File: src/rtl/ncfe_pkg.sv
// Shared types, register indexes and helpers for the NFC command frame encoder.
package ncfe_pkg;

    localparam int unsigned BYTE_W = 8;
    localparam int unsigned CFG_IDX_W = 3;

    localparam logic [CFG_IDX_W-1:0] CFG_PREFIX    = 3'd0;
    localparam logic [CFG_IDX_W-1:0] CFG_PREAMBLE  = 3'd1;
    localparam logic [CFG_IDX_W-1:0] CFG_START     = 3'd2;
    localparam logic [CFG_IDX_W-1:0] CFG_DIRECTION = 3'd3;
    localparam logic [CFG_IDX_W-1:0] CFG_POSTAMBLE = 3'd4;

    localparam logic [BYTE_W-1:0] RST_PREFIX    = 8'h01;
    localparam logic [BYTE_W-1:0] RST_PREAMBLE  = 8'h00;
    localparam logic [BYTE_W-1:0] RST_START     = 8'hFF;
    localparam logic [BYTE_W-1:0] RST_DIRECTION = 8'hD4;
    localparam logic [BYTE_W-1:0] RST_POSTAMBLE = 8'h00;

    localparam logic [BYTE_W-1:0] LEN_MIN = 8'd1;
    localparam logic [BYTE_W-1:0] LEN_MAX = 8'd254;
    localparam logic [BYTE_W-1:0] LEN_SAT = 8'd255;

    typedef struct packed {
        logic [BYTE_W-1:0] prefix;
        logic [BYTE_W-1:0] preamble;
        logic [BYTE_W-1:0] start_code;
        logic [BYTE_W-1:0] direction;
        logic [BYTE_W-1:0] postamble;
    } t_cfg;

    // One classified payload byte, as handed from the front to the back.
    typedef struct packed {
        logic [BYTE_W-1:0] data;
        logic              first;
        logic              last;
        logic [BYTE_W-1:0] len;
        logic [BYTE_W-1:0] csum;
    } t_entry;

    function automatic logic [BYTE_W-1:0] rev8(input logic [BYTE_W-1:0] v);
        logic [BYTE_W-1:0] r;
        for (int i = 0; i < BYTE_W; i++) begin
            r[i] = v[BYTE_W-1-i];
        end
        return r;
    endfunction

endpackage

File: src/rtl/ncfe_front.sv
// Front part: tracks frame position and checksum, classifies each payload byte.
module ncfe_front (
    input  logic                  i_clk,
    input  logic                  i_rst_n,
    input  logic                  i_accept,
    input  logic [7:0]            i_cmd_byte,
    input  logic [7:0]            i_cmd_length,
    input  ncfe_pkg::t_cfg        i_cfg,
    output ncfe_pkg::t_entry      o_entry
);
    import ncfe_pkg::*;

    logic [BYTE_W-1:0] r_left, n_left;
    logic [BYTE_W-1:0] r_sum, n_sum;
    logic [BYTE_W-1:0] len_clamped;
    logic [BYTE_W-1:0] left_eff;
    logic [BYTE_W-1:0] sum_base;
    logic              first;

    always_comb begin
        first = (r_left == '0);
        if (i_cmd_length == '0) begin
            len_clamped = LEN_MIN;
        end else if (i_cmd_length == LEN_SAT) begin
            len_clamped = LEN_MAX;
        end else begin
            len_clamped = i_cmd_length;
        end
        left_eff = first ? len_clamped : r_left;
        sum_base = first ? BYTE_W'(i_cfg.preamble + i_cfg.preamble
                                   + i_cfg.start_code + i_cfg.direction)
                         : r_sum;
        n_sum  = BYTE_W'(sum_base + i_cmd_byte);
        n_left = BYTE_W'(left_eff - 8'd1);

        o_entry.data  = i_cmd_byte;
        o_entry.first = first;
        o_entry.last  = (n_left == '0);
        o_entry.len   = BYTE_W'(len_clamped + 8'd1);
        o_entry.csum  = ~n_sum;
    end

    always_ff @(posedge i_clk) begin
        if (!i_rst_n) begin
            r_left <= '0;
            r_sum  <= '0;
        end else if (i_accept) begin
            r_left <= n_left;
            r_sum  <= n_sum;
        end
    end

endmodule

File: src/rtl/ncfe_queue.sv
// Short queue of classified payload bytes between the front and the back.
module ncfe_queue #(
    parameter int unsigned DEPTH = 4
) (
    input  logic              i_clk,
    input  logic              i_rst_n,
    input  logic              i_wr,
    input  ncfe_pkg::t_entry  i_wr_entry,
    output logic              o_full,
    input  logic              i_rd,
    output logic              o_valid,
    output ncfe_pkg::t_entry  o_rd_entry
);
    import ncfe_pkg::*;

    localparam int unsigned PTR_W = (DEPTH > 1) ? $clog2(DEPTH) : 1;
    localparam int unsigned CNT_W = $clog2(DEPTH + 1);
    localparam logic [PTR_W-1:0] LAST_PTR = PTR_W'(DEPTH - 1);
    localparam logic [CNT_W-1:0] FULL_CNT = CNT_W'(DEPTH);

    t_entry            r_mem [DEPTH];
    logic [PTR_W-1:0]  r_wp, r_rp;
    logic [CNT_W-1:0]  r_cnt;

    assign o_full     = (r_cnt == FULL_CNT);
    assign o_valid    = (r_cnt != '0);
    assign o_rd_entry = r_mem[r_rp];

    always_ff @(posedge i_clk) begin
        if (i_wr) begin
            r_mem[r_wp] <= i_wr_entry;
        end
    end

    always_ff @(posedge i_clk) begin
        if (!i_rst_n) begin
            r_wp  <= '0;
            r_rp  <= '0;
            r_cnt <= '0;
        end else begin
            if (i_wr) begin
                r_wp <= (r_wp == LAST_PTR) ? '0 : PTR_W'(r_wp + 1'b1);
            end
            if (i_rd) begin
                r_rp <= (r_rp == LAST_PTR) ? '0 : PTR_W'(r_rp + 1'b1);
            end
            if (i_wr && !i_rd) begin
                r_cnt <= CNT_W'(r_cnt + 1'b1);
            end else if (!i_wr && i_rd) begin
                r_cnt <= CNT_W'(r_cnt - 1'b1);
            end
        end
    end

endmodule

File: src/rtl/ncfe_back.sv
// Back part: expands each queued byte into header, payload and trailer bytes.
module ncfe_back (
    input  logic              i_clk,
    input  logic              i_rst_n,
    input  ncfe_pkg::t_cfg    i_cfg,
    input  logic              i_valid,
    input  ncfe_pkg::t_entry  i_entry,
    output logic              o_consume,
    output logic              o_out_vld,
    output logic [7:0]        o_link_byte,
    output logic              o_frame_end,
    input  logic              i_pop
);
    import ncfe_pkg::*;

    localparam logic [3:0] S_PFX   = 4'd0;
    localparam logic [3:0] S_PRE1  = 4'd1;
    localparam logic [3:0] S_PRE2  = 4'd2;
    localparam logic [3:0] S_START = 4'd3;
    localparam logic [3:0] S_LEN   = 4'd4;
    localparam logic [3:0] S_LCS   = 4'd5;
    localparam logic [3:0] S_DIR   = 4'd6;
    localparam logic [3:0] S_DATA  = 4'd7;
    localparam logic [3:0] S_CSUM  = 4'd8;
    localparam logic [3:0] S_POST  = 4'd9;

    logic              r_mid;
    logic [3:0]        r_step;
    logic              r_out_vld;
    logic [BYTE_W-1:0] r_byte;
    logic              r_end;

    logic [3:0]        cur_step;
    logic              advance;
    logic              terminal;
    logic [BYTE_W-1:0] byte_sel;
    logic              end_sel;

    always_comb begin
        cur_step = r_mid ? r_step : (i_entry.first ? S_PFX : S_DATA);
        advance  = i_valid && (!r_out_vld || i_pop);
        terminal = (cur_step == S_POST) || ((cur_step == S_DATA) && !i_entry.last);
        end_sel  = 1'b0;
        unique case (cur_step) inside
            S_PFX:          byte_sel = i_cfg.prefix;
            S_PRE1, S_PRE2: byte_sel = i_cfg.preamble;
            S_START:        byte_sel = i_cfg.start_code;
            S_LEN:          byte_sel = i_entry.len;
            S_LCS:          byte_sel = BYTE_W'(8'd0 - i_entry.len);
            S_DIR:          byte_sel = i_cfg.direction;
            S_DATA:         byte_sel = i_entry.data;
            S_CSUM:         byte_sel = i_entry.csum;
            S_POST: begin
                byte_sel = i_cfg.postamble;
                end_sel  = 1'b1;
            end
            default:        byte_sel = i_entry.data;
        endcase
    end

    assign o_consume   = advance && terminal;
    assign o_out_vld   = r_out_vld;
    assign o_link_byte = r_byte;
    assign o_frame_end = r_end;

    always_ff @(posedge i_clk) begin
        if (!i_rst_n) begin
            r_mid     <= 1'b0;
            r_step    <= S_PFX;
            r_out_vld <= 1'b0;
        end else begin
            if (advance) begin
                r_out_vld <= 1'b1;
                if (terminal) begin
                    r_mid <= 1'b0;
                end else begin
                    r_mid  <= 1'b1;
                    r_step <= 4'(cur_step + 1'b1);
                end
            end else if (i_pop) begin
                r_out_vld <= 1'b0;
            end
        end
    end

    // Output payload: load on every advance, hold while the receiver stalls.
    always_ff @(posedge i_clk) begin
        if (advance) begin
            r_byte <= rev8(byte_sel);
            r_end  <= end_sel;
        end
    end

endmodule

File: src/rtl/nfc_command_frame_encoder_unit.sv
// Top level of the NFC command frame encoder: register file and front/back wiring.
//
// Usage: command payload bytes enter on the push/full side, one transaction per
// byte, with i_cmd_length sampled on the first byte of each command only (0 is
// taken as 1, 255 as 254). Link bytes leave on the empty/pop side, bit-reversed
// for LSB-first transmission; o_frame_end marks the postamble.
// A command's first byte yields 8 link bytes (prefix, two preambles, start code,
// LEN, LCS, direction, payload), middle bytes yield 1, and the last byte adds
// the data checksum and postamble; a one-byte command yields 10.
// A pushed byte is stored in the queue and then loaded into the back output
// register before its first link byte can be popped.
// Throughput: one link byte per cycle while bytes are queued and pop keeps up, set
// by the back sequencer and its single output register; the input side takes one
// byte per cycle while the queue of QUEUE_DEPTH classified bytes has room.
// Configuration registers are written through i_cfg_wr/i_cfg_idx/i_cfg_wdata
// while the block is idle; unused indexes are ignored.
// Reset clears frame position, checksum, queue and output valid flag and loads
// the default register values. When pop is held low the current link byte
// holds, the back part stops, and full rises once the queue fills.
module nfc_command_frame_encoder_unit #(
    parameter int unsigned QUEUE_DEPTH = 4
) (
    input  logic        i_clk,
    input  logic        i_rst_n,
    input  logic        push,
    output logic        full,
    input  logic [7:0]  i_cmd_byte,
    input  logic [7:0]  i_cmd_length,
    output logic        empty,
    input  logic        pop,
    output logic [7:0]  o_link_byte,
    output logic        o_frame_end,
    input  logic        i_cfg_wr,
    input  logic [2:0]  i_cfg_idx,
    input  logic [7:0]  i_cfg_wdata
);
    import ncfe_pkg::*;

    t_cfg    r_cfg;
    t_entry  fe_entry;
    t_entry  q_entry;
    logic    q_full;
    logic    q_valid;
    logic    q_rd;
    logic    accept;
    logic    out_vld;

    assign accept = push && !q_full;
    assign full   = q_full;
    assign empty  = !out_vld;

    always_ff @(posedge i_clk) begin
        if (!i_rst_n) begin
            r_cfg.prefix     <= RST_PREFIX;
            r_cfg.preamble   <= RST_PREAMBLE;
            r_cfg.start_code <= RST_START;
            r_cfg.direction  <= RST_DIRECTION;
            r_cfg.postamble  <= RST_POSTAMBLE;
        end else if (i_cfg_wr) begin
            unique case (i_cfg_idx)
                CFG_PREFIX:    r_cfg.prefix     <= i_cfg_wdata;
                CFG_PREAMBLE:  r_cfg.preamble   <= i_cfg_wdata;
                CFG_START:     r_cfg.start_code <= i_cfg_wdata;
                CFG_DIRECTION: r_cfg.direction  <= i_cfg_wdata;
                CFG_POSTAMBLE: r_cfg.postamble  <= i_cfg_wdata;
                default: ;
            endcase
        end
    end

    ncfe_front u_front (
        .i_clk        (i_clk),
        .i_rst_n      (i_rst_n),
        .i_accept     (accept),
        .i_cmd_byte   (i_cmd_byte),
        .i_cmd_length (i_cmd_length),
        .i_cfg        (r_cfg),
        .o_entry      (fe_entry)
    );

    ncfe_queue #(
        .DEPTH (QUEUE_DEPTH)
    ) u_queue (
        .i_clk      (i_clk),
        .i_rst_n    (i_rst_n),
        .i_wr       (accept),
        .i_wr_entry (fe_entry),
        .o_full     (q_full),
        .i_rd       (q_rd),
        .o_valid    (q_valid),
        .o_rd_entry (q_entry)
    );

    ncfe_back u_back (
        .i_clk       (i_clk),
        .i_rst_n     (i_rst_n),
        .i_cfg       (r_cfg),
        .i_valid     (q_valid),
        .i_entry     (q_entry),
        .o_consume   (q_rd),
        .o_out_vld   (out_vld),
        .o_link_byte (o_link_byte),
        .o_frame_end (o_frame_end),
        .i_pop       (pop)
    );

endmodule

File: config.mk
export PLATFORM = sky130hd
export DESIGN_NAME = nfc_command_frame_encoder_unit
export DESIGN_NICKNAME = d
export VERILOG_FILES = /design/src/rtl/ncfe_pkg.sv /design/src/rtl/ncfe_front.sv /design/src/rtl/ncfe_queue.sv /design/src/rtl/ncfe_back.sv /design/src/rtl/nfc_command_frame_encoder_unit.sv
export SDC_FILE = /design/constraint.sdc
export NUM_CORES = 1
export LEC_CHECK = 0
export BUFFER_PORTS_ARGS = -buffer_cell sky130_fd_sc_hd__buf_2
export CAP_MARGIN = 40
export CORE_UTILIZATION = 36
export DETAILED_ROUTE_END_ITERATION = 8
export GPL_TIMING_DRIVEN = 0
export PLACE_DENSITY_LB_ADDON = 0.15
export RECOVER_POWER = 50
export SETUP_SLACK_MARGIN = 0.15
export SLEW_MARGIN = 20
export SYNTH_ARGS = -nofsm -noshare
export SYNTH_HDL_FRONTEND = slang
export SYNTH_SLANG_ARGS = --single-unit
File: constraint.sdc
create_clock -name i_clk -period 4.25 [get_ports i_clk]
set_clock_uncertainty 0.1 [all_clocks]
set_input_delay 0.85 -clock i_clk [delete_from_list [all_inputs] [get_ports i_clk]]
set_output_delay 0.85 -clock i_clk [all_outputs]
set_load 0.01 [all_outputs]
==> results.md, run 1 <==
- Vias per std cell: 5.42
- Area Overhead vs Synth: 14.1%
- Crit-path max FO: 10
- Outcome: finished, violations left
- Net Count, Synth: 817
- Final non-filler cell total: 1,146
- DP Cell Count: 1,109
- Initial Util: 37.2%
- Max-slew violations: 52
- CP Launch Type: flop
- Drt initial violations: 440
- Grt total ovfl: 0
- Max Cap Viol: 2
- Commonest cells post-synth: nand2_1, edfxtp_1, dfxtp_1
- Max VDD drop: 0.241 mV
- Avg Inst Size Synth: 11.8 sq um
- Vias in the first global route: 6,244
- Reg2reg path depth: 16
- Hold Path Origin: u_front.r_sum[6]
- Setup Viol. Count Final: 0
- DRC: 0
- Reg clk slew, reported paths: 80 ps
- Tot GR Track Use: 19.3%
- CP Cell Sequence: buf_6 -> mux4_2 -> nand2_2 -> o21a_1 -> inv_1 -> ha_2 -> and4b_1 -> buf_2 -> a31o_2 -> nand2_2 -> ha_1 -> inv_1 -> fa_1 -> xor2_1 -> or3_1 -> a21boi_0
- Skew-Pair Late Insertion Delay: 440 ps
- Crit path time final: 3910 ps
- Drt pass-1 iters: 7
- Yosys reg bits: 184
- Reg2reg end: u_queue.r_cnt[2]
- Synth unique cells: 60
- Hold path endpoint: u_front.r_sum[6]
- Top post-synthesis cells by area: edfxtp_1, dfxtp_1, mux4_2, nand2_1, ha_1
- Io pins: 43
- First-pass GRT wire length: 36,600 um
- Post-synth EDFFs: 113
- Synth top area share: 38.4%
- Yosys Warn Count: 0
- Num CTS Buffers: 17
- H-tree depth: 4
- Chip width: 159 um
- Die area: 25,200 sq um
- Fraction of layout cells with a size suffix above 1: 12.2%
- Vias: 6,216
- Lkg Pwr: 3.60 nW
- Fraction of registers with async set/reset: 0%
- Fillers: 2,249
- Post-Route WL: 23,200 um
- Rows: 56
- Antenna violations before repair: 0
- Max_slew headroom: -16.8%
- CP Data Arrival Time: 4170 ps
- Cell count after synthesis: 748
- Final hold viol count: 0
- Fin crit share: 91.9%
- Diodes inserted: 0
- Root Buffer: clkbuf_16
- Number of port buffers: 38
- FF-to-FF setup slack: 340 ps
- Max frequency: 0.256 GHz
- Slowest stage cell, crit path: mux4_2
- Mapped cell area: 8840 sq um
- Wire per inst: 20.2 um
- Synth area leader: edfxtp_1
- Crit Path Category: reg -> reg
- Worst Tran Pin Value: 1750 ps
- CTS max path bufs: 2
- Hold crit path type: reg -> reg
- Post-route antenna net violation count: 0
- GP Congestion: 0.943
- Fin nets: 883
- CP peak stage delay: 580 ps
- TritonCTS Sinks: 184
- Core Region: 23,800 sq um
- Most common cell in the netlist: nand2_1
- Synth Flop Type: edfxtp_1
- Pin count of the biggest net entering global routing: 26
- Hold path cells: 2
- Hold_ws: 374 ps
- Sequential-to-total area share from yosys stat: 54.5%
- Worst EP required: 4510 ps
- Critical Path Sink Type: flop
- Die height: 159 um
- DP HPWL: 16,700 um
- Power per cell area: 718 nW/um^2
- CTS tree: yes
- Failing checks: max-capacitance violations, max-slew violations
- RSZ-0062 raised after global routing: false
==> state kept, by name, summed over array words and instances, names as in the netlist, 2 cells and up, named ones only <==
signal / flops
r_cfg: 40
u_back.o_link_byte: 8
u_back.r_step: 4
u_front.r_left: 8
u_front.r_sum: 8
u_queue.r_cnt: 3
u_queue.r_mem: 104
u_queue.r_rp: 2
u_queue.r_wp: 2
==> where the power goes <==
group	total (mW)	internal, mW	switching [mW]
Combinational	3.10	1.23	1.87
Clock	1.51	0.798	0.713
Sequential	2.62	2.48	0.145
Total	7.24	4.51	2.73
==> kinds of logic (layout without fill, tap and decap cells) <==
kind of cell               Yosys count  in the layout  synth area share [%]
xor gates and xnor gates            25             25                  2.48
DFF                                184            184                  54.5
muxes                               39             39                  8.37
buffers and inverters               71            150                  3.34
AOI/OAI and AO/OA                  148            148                  12.1
adders and majority gates           37             37                  6.00
and+or+nand+nor                    244            244                  13.2
==> cell usage in the layout, fill, tap and decap left out, types with 5 or more instances in the layout <==
cell type	count
a211oi_1	5
a21boi_0	28
a21o_1	8
a21oi_1	13
a222oi_1	7
a22oi_1	8
a31oi_1	7
and2_0	5
and2_1	11
and3_1	7
buf_2	23
clkbuf_1	57
clkbuf_16	17
dfxtp_1	71
edfxtp_1	113
fa_1	9
ha_1	27
inv_1	25
inv_6	5
mux2i_1	12
mux4_1	6
mux4_2	20
nand2_1	113
nand3_1	25
nor2_1	19
nor2b_1	18
nor3_1	12
o211a_1	5
o21ai_0	22
or3_1	7
xnor2_1	16
xor2_1	9
==> layout make-up <==
type / instances / area (sq um) / share of cell area (%)
Sequential cell: 184 / 4810 / 47.7
Multi-Input combinational cell: 493 / 3750 / 37.2
Clock buffer: 22 / 467 / 4.63
Tap cell: 319 / 399 / 3.96
Timing Repair Buffer: 47 / 263 / 2.61
Buffer: 44 / 206 / 2.05
Inverter: 27 / 106 / 1.05
Clock inverter: 10 / 78.8 / 0.782
==> worst max path at each step <==
stage / to / slack (ps)
2_1_floorplan: u_queue.r_cnt[2] / 580
5_1_grt: u_queue.r_mem[1][6] / 170
4_1_cts: u_queue.r_cnt[2] / 130
3_3_place_gp: u_queue.r_mem[2][6] / 20
3_5_place_dp: u_queue.r_cnt[2] / -60
6_report: u_queue.r_cnt[2] / 340
==> layer usage <==
layer	GRT usage, %	vias up	share of wire (%)
li1	-	2911	-
met2	31.3	185	47
met4	6.27	0	1.9
met5	0	-	0
met3	3.45	28	4.3
met1	25.9	3092	46
==> timing repair <==
| item | in CTS | in global routing |
|---|---|---|
| resized for setup | 6 | 12 |
| buffers inserted | 0 | 4 |
| pin swaps | 0 | 1 |
| hold endpoints to repair | 0 | 0 |
| hold buffers | 0 | 0 |
| setup endpoints to repair | 6 | 11 |
==> worst max-delay path: cells and delay by family, from the launching register on <==
kind / cells / cell delay (ps)
multiplexers: 1 / 580
AO/OA/AOI/OAI: 3 / 610
flip-flops: 1 / 320
XOR/XNOR: 1 / 180
AND/OR/NAND/NOR: 4 / 770
adder cells (fa/ha/maj): 3 / 800
buffers and inverters: 4 / 480
==> per-stage QoR <==
step                      TNS [ps]  total power, mW  cell area, sq um  worst slack (ps)  util (%)
final                            0             7.24             10100               342      42.5
after global routing             0             7.72             10100               169      42.5
after CTS                        0             7.20             10100               128      42.5
after detailed placement     -56.3             5.66              9530             -56.3      40.1
after floorplan                  0             4.74              8840               582         -
after global placement           0             5.56              9430              20.0      39.7
(Power assumes the default switching activity.)
==> run 2, diff against run 1 <==
--- a/config.mk
+++ b/config.mk
@@ -8,7 +8,8 @@
 export BUFFER_PORTS_ARGS = -buffer_cell sky130_fd_sc_hd__buf_2
 export CAP_MARGIN = 40
-export CORE_UTILIZATION = 36
+export CORE_UTILIZATION = 35
 export DETAILED_ROUTE_END_ITERATION = 8
 export GPL_TIMING_DRIVEN = 0
+export MAX_ROUTING_LAYER = met4
 export PLACE_DENSITY_LB_ADDON = 0.15
 export RECOVER_POWER = 50
--- a/constraint.sdc
+++ b/constraint.sdc
@@ -3,3 +3,3 @@
 set_input_delay 0.85 -clock i_clk [delete_from_list [all_inputs] [get_ports i_clk]]
 set_output_delay 0.85 -clock i_clk [all_outputs]
-set_load 0.01 [all_outputs]
+set_load 0.05 [all_outputs]
==> run 2 against run 1 <==
- the run still ends with max-capacitance violations, max-slew violations left
- sequential share of layout area shrank 0.49 points
- hold slack gained 6.7 ps
- combinational power grew 4%
- critical path depth is the same
==> results.md, run 2 (synthesized netlist as in run 1, its figures left out) <==
- Final hold viol count: 0 (unchanged)
- Critical Path Sink Type: flop (unchanged)
- Core Region: 24,500 sq um (was 23,800 sq um)
- CTS max path bufs: 2 (unchanged)
- Fraction of layout cells with a size suffix above 1: 12.1% (was 12.2%)
- Diodes inserted: 0 (unchanged)
- Vias per std cell: 5.36 (was 5.42)
- DP HPWL: 16,700 um (about the same)
- Io pins: 43 (unchanged)
- Hold crit path type: reg -> reg (unchanged)
- Multi-input logic area: 3740 sq um (was 3750 sq um)
- Slowest stage cell, crit path: or4_1 (was mux4_2)
- Num CTS Buffers: 17 (unchanged)
- Initial Util: 36.0% (was 37.2%)
- Reg clk slew, reported paths: 80 ps (about the same)
- Final core occ: 41.5% (was 42.5%)
- Pin count of the biggest net entering global routing: 25 (was 26)
- Placed instance area: 9540 sq um (was 9530 sq um)
- Top reg by flops: u_queue.r_mem (unchanged)
- Setup TNS: 0 ps (unchanged)
- Vias: 6,165 (was 6,216)
- Skew-Pair Late Insertion Delay: 440 ps (about the same)
- DRC: 0 (unchanged)
- Setup Viol. Count Final: 0 (unchanged)
- Top flop regs: u_queue.r_mem: 104 flops, r_cfg: 40 flops (unchanged)
- Area Overhead vs Synth: 15.3% (was 14.1%)
- DP Cell Count: 1,114 (was 1,109)
- Most frequent cells in the layout: nand2_1, edfxtp_1, dfxtp_1 (unchanged)
- Comb pwr share: 43.0% (was 42.9%)
- Fin nets: 882 (was 883)
- Reg2reg path depth: 16 (unchanged)
- Failing checks: max-capacitance violations, max-slew violations (unchanged)
- Crit path buf inv count: 4 (unchanged)
- Crit-path leading delay family: simple AND/OR/NAND/NOR gates (was adder cells)
- RSZ-0062 raised after global routing: false (unchanged)
- DP Worst Slack: -91.5 ps (was -56.3 ps)
- Final non-filler cell total: 1,150 (was 1,146)
- CTS tree: yes (unchanged)
- Post-Route WL: 22,700 um (was 23,200 um)
- R2R Path Start: u_front.r_left[0]
- Root Buffer: clkbuf_16 (unchanged)
- Die height: 161 um (was 159 um)
- Sw Ratio: 39.2% (was 37.7%)
- Power share of the sequential group: 34.9% (was 36.3%)
- End of the critical path: u_queue.r_mem[3][6] (was u_queue.r_cnt[2])
- Final instance area: 10,200 sq um (was 10,100 sq um)
- Worst Slack Setup Final: 340 ps (was 342 ps)
- Max frequency: 0.256 GHz (about the same)
- GP Congestion: 0.906 (was 0.943)
- CP Cell Sequence: or4_1 -> or3_1 -> buf_4 -> inv_6 -> buf_8 -> nand2_1 -> nand2_1 -> ha_1 -> inv_1 -> fa_1 -> nor2b_1 -> o21ai_0 -> a21oi_1 -> o21ai_0 -> nor3b_1 -> or2_2 (was buf_6 -> mux4_2 -> nand2_2 -> o21a_1 -> inv_1 -> ha_2 -> and4b_1 -> buf_2 -> a31o_2 -> nand2_2 -> ha_1 -> inv_1 -> fa_1 -> xor2_1 -> or3_1 -> a21boi_0)
- Levels on crit path: 16 (unchanged)
- Antenna violations before repair: 0 (unchanged)
- Grt total ovfl: 0 (unchanged)
- CP Data Arrival Time: 3980 ps (was 4170 ps)
- Crit. Startpoint: u_front.r_left[0]
- Pint: 4.56 mW (was 4.51 mW)
- Vias in the first global route: 6,331 (was 6,244)
- Wire per inst: 19.8 um (was 20.2 um)
- Max Cap Viol: 1 (was 2)
- Storage cell area: 4820 sq um (was 4810 sq um)
- Chip width: 161 um (was 159 um)
- Max VDD drop: 0.348 mV (was 0.241 mV)
- CP peak stage delay: 560 ps (was 580 ps)
- Fin crit share: 92.0% (was 91.9%)
- Crit-path max FO: 13 (was 10)
- First-pass GRT wire length: 36,000 um (was 36,600 um)
- Hold_ws: 380 ps (was 374 ps)
- Max FFs per register: 104 (unchanged)
- Reg2reg end: u_queue.r_mem[3][6] (was u_queue.r_cnt[2])
- Worst EP required: 4330 ps (was 4510 ps)
- Worst Tran Pin Value: 1730 ps (was 1750 ps)
- Outcome: finished, violations left (unchanged)
- Max-slew violations: 25 (was 52)
- Power Total: 7.51 mW (was 7.24 mW)
- Number of port buffers: 38 (unchanged)
- Tot GR Track Use: 19.1% (was 19.3%)
- Rows: 57 (was 56)
- FF-to-FF setup slack: 340 ps (about the same)
- Die area: 25,900 sq um (was 25,200 sq um)
- Drt pass-1 iters: 5 (was 7)
- Net Switching: 2.95 mW (was 2.73 mW)
- TritonCTS Sinks: 184 (unchanged)
- H-tree depth: 4 (unchanged)
- Fillers: 2,323 (was 2,249)
- CP Launch Type: flop (unchanged)
- Clk network pwr share: 22.1% (was 20.9%)
- Post-route antenna net violation count: 0 (unchanged)
- Power per cell area: 737 nW/um^2 (was 718 nW/um^2)
- Max_slew headroom: -15.5% (was -16.8%)
- Crit Path Category: reg -> reg (unchanged)
- Crit path time final: 3910 ps (about the same)
- Lkg Pwr: 3.64 nW (was 3.60 nW)
- Drt initial violations: 421 (was 440)
## run 2: layout make-up
type,count,area share [%]
well taps,324,3.98
plain buffers,44,2.05
clock buffers,17,4.17
clock inverters,15,1.99
flip-flops and latches,184,47.3
multi-input cells,493,36.7
inverters,27,1.04
repair buffers,46,2.81
## run 2: worst min-delay path by stage
stage	to	slack (ps)	from	cells past startpoint
after global placement	u_front.r_sum[0]	360	u_front.r_sum[0]	2
after floorplan	r_cfg[32]	340	r_cfg[32]	2
final	u_front.r_sum[6]	380	u_front.r_sum[6]	2
after global routing	u_front.r_sum[6]	400	u_front.r_sum[6]	2
after CTS	u_front.r_sum[6]	380	u_front.r_sum[6]	2
after detailed placement	u_front.r_sum[6]	370	u_front.r_sum[6]	2
## run 2: power by group through the flow
stage | Clock (mW) | Sequential (mW) | Combinational [mW]
finish | 1.66 | 2.62 | 3.23
global route | 1.77 | 2.66 | 3.56
CTS | 1.69 | 2.62 | 3.20
detailed placement | 0 | 2.66 | 3.14
global placement | 0 | 2.65 | 3.04
floorplan | 0 | 2.78 | 2.12
## run 2: tightest hold or removal path: cells and delay by family (launching register included)
kind / cells / cell delay, ps
AOI/OAI and AO/OA: 1 / 60
DFF: 1 / 320
and+or+nand+nor: 1 / 60
## run 2: routing by layer
metal / up-vias / track usage [%] / part of all wire, %
met1: 3070 / 24.8 / 46
met2: 160 / 30.3 / 47
met5: - / - / 0
li1: 2901 / - / -
met4: 0 / 7.50 / 2.8
met3: 34 / 2.76 / 4.0
## run 2: what timing repair did
action                     4_1_cts  5_1_grt
cloned                           0        0
pin swaps                        0        1
hold buffers                     0        0
setup buffers                    1        2
resized for setup                7       13
setup endpoints to repair       11        5
==> run 3, diff against run 2 <==
CORE_ASPECT_RATIO = 2   (was unset)
clock period = 3.89 ns   (was 4.25 ns; I/O delays follow)
==> run 3 against run 2 <==
- cell count increased by 1.0%
- fmax rose by 5.4%
- largest cell class unchanged
- routed wire length grew 12%
- clock-buffer cell count is the same
- combinational power increased by 18%
- worst setup slack worse by 160 ps
- critical path depth shrank 5
- register-to-register slack worse by 160 ps
- the flow now finishes without violations
- clock power up 9%
- first-iteration DRC count is 1.7% lower
- total power increased by 13%
==> results.md, run 3 (synthesized netlist as in run 1, its figures left out) <==
- Outcome: completed (was finished, violations left)
- Worst Tran Pin Value: 811 ps (was 1730 ps)
- GP Congestion: 0.903 (was 0.906)
- # hold bufs at CTS: 0 (unchanged)
- Wire per inst: 21.9 um (was 19.8 um)
- Placed instance area: 9550 sq um (was 9540 sq um)
- Die area: 25,900 sq um (about the same)
- Diodes inserted: 0 (unchanged)
- Most frequent cells in the layout: nand2_1, edfxtp_1, dfxtp_1 (unchanged)
- CTS max path bufs: 2 (unchanged)
- FF-to-FF setup slack: 180 ps (was 340 ps)
- CTS tree: yes (unchanged)
- First-pass GRT wire length: 38,000 um (was 36,000 um)
- Post-route antenna net violation count: 0 (unchanged)
- Grt total ovfl: 0 (unchanged)
- Drt pass-1 iters: 5 (unchanged)
- Crit path time final: 3710 ps (was 3910 ps)
- Max VDD drop: 0.548 mV (was 0.348 mV)
- Hold crit path type: reg -> reg (unchanged)
- TritonCTS Sinks: 184 (unchanged)
- Vias per std cell: 5.34 (was 5.36)
- Antenna violations before repair: 0 (unchanged)
- Final instance area: 10,300 sq um (was 10,200 sq um)
- Reg2reg path depth: 11 (was 16)
- Hold_ws: 388 ps (was 380 ps)
- Fin crit share: 95.3% (was 92.0%)
- Power per cell area: 824 nW/um^2 (was 737 nW/um^2)
- Max Cap Viol: 0 (was 1)
- DP HPWL: 19,200 um (was 16,700 um)
- Setup Viol. Count Final: 0 (unchanged)
- Vias in the first global route: 6,336 (was 6,331)
- H-tree depth: 4 (unchanged)
- Io pins: 43 (unchanged)
- Vias: 6,204 (was 6,165)
- Chip width: 114 um (was 161 um)
- Hold path cells: 2 (unchanged)
- Skew-Pair Late Insertion Delay: 450 ps (was 440 ps)
- Pin count of the biggest net entering global routing: 23 (was 25)
- Hold Path Origin: u_front.r_sum[0] (was u_front.r_sum[6])
- Lkg Pwr: 3.68 nW (was 3.64 nW)
- Initial Util: 35.9% (was 36.0%)
- DP Worst Slack: -742 ps (was -91.5 ps)
- Power Total: 8.50 mW (was 7.51 mW)
- Top reg by flops: u_queue.r_mem (unchanged)
- Die height: 227 um (was 161 um)
- Critical Path Sink Type: flop (unchanged)
- Reg2reg end: u_back.o_link_byte[2] (was u_queue.r_mem[3][6])
- Worst EP required: 3990 ps (was 4330 ps)
- Fin nets: 886 (was 882)
- Core Region: 24,600 sq um (was 24,500 sq um)
- Num CTS Buffers: 17 (unchanged)
- Drt initial violations: 414 (was 421)
- CP Launch Type: flop (unchanged)
- Final hold viol count: 0 (unchanged)
- Tot GR Track Use: 21.4% (was 19.1%)
- Max-slew violations: 0 (was 25)
- Number of port buffers: 38 (unchanged)
- Top flop regs: u_queue.r_mem: 104 flops, r_cfg: 40 flops (unchanged)
- Hold path endpoint: u_front.r_sum[0] (was u_front.r_sum[6])
- Reg clk slew, reported paths: 80 ps (about the same)
- Max FFs per register: 104 (unchanged)
- Crit Path Category: reg -> reg (unchanged)
- Root Buffer: clkbuf_16 (unchanged)
- DRC: 0 (unchanged)
- CP Data Arrival Time: 3810 ps (was 3980 ps)
- Fraction of layout cells with a size suffix above 1: 14.6% (was 12.1%)
- RSZ-0062 raised after global routing: true (was false)
- Rows: 81 (was 57)
- Crit-path max FO: 8 (was 13)
- Post-Route WL: 25,500 um (was 22,700 um)
- Max_slew headroom: 45.9% (was -15.5%)
- Area Overhead vs Synth: 16.7% (was 15.3%)
- Worst Slack Setup Final: 182 ps (was 340 ps)
- Max frequency: 0.270 GHz (was 0.256 GHz)
-- run 3: cell count changes in the layout (fill, tap and decap cells not counted), moves of 3 or more --
cell,delta
buf_16,-3
clkbuf_1,-3
fa_2,+3
dfxtp_1,-5
buf_12,+5
fa_1,-3
dfxtp_2,+5
buf_4,+3
-- run 3: what timing repair did --
item,CTS,global route
pin swaps,4,5
gates resized for setup,29,23
setup buffers,3,3
endpoints found under the setup margin,46,10
hold endpoints to repair,0,0
-- run 3: layout make-up --
class,count,area (sq um)
buffer,44,229
clock buffer,17,425
clock inverter,15,201
fill,2346,14300
inverter,27,109
multi-input combinational,493,3810
sequential,184,4820
tap,332,415
timing repair buffer,50,309
-- run 3: layer usage --
metal  track usage, %  wire length, um  share of wire, %  vias to the layer above
met2             40.2            14300                56                      147
met5                -                0                 0                        -
met3             4.01              714               2.8                       62
met4             11.9             1510               5.9                        0
li1                 -                -                 -                     2915
met1             20.0             8950                35                     3080
-- run 3: worst max-delay path, stage by stage, from the launching register on --
cell and delay (ps):
dfxtp_1 340, buf_6 100, mux4_2 550, nand2_4 110
o21a_1 140, inv_1 90, ha_1 250, and4b_1 220
clkbuf_2 210, a222oi_1 720, o2111ai_1 300, mux2_2 330
-- run 3: power breakdown --
group / leakage, nW / switching [mW] / internal (mW)
clock network: 0.303 / 0.919 / 0.891
registers: 1.62 / 0.169 / 2.71
logic: 1.75 / 2.37 / 1.44
total: 3.68 / 3.46 / 5.04
-- run 3: per-stage QoR --
step	utilization [%]	TNS (ps)	std cells
after detailed placement	38.8	-6210	1124
after floorplan	-	0	748
after CTS	41.7	0	1159
after global routing	41.9	0	1162
final	41.9	0	1162
after global placement	38.4	-5960	1118
-- run 3: worst max path at each step --
stage                                  from                    end  slack (ps)  cells after the start
after global placement                 flop       u_queue.r_cnt[2]        -630                     16
final                                  flop  u_back.o_link_byte[2]         180                     11
after global routing      u_front.r_left[0]    u_queue.r_mem[0][6]          60                     16
after detailed placement               flop       u_queue.r_cnt[2]        -740                     16
after CTS                              flop       u_queue.r_cnt[2]          70                     16
after floorplan                        flop       u_queue.r_cnt[2]         220                     16
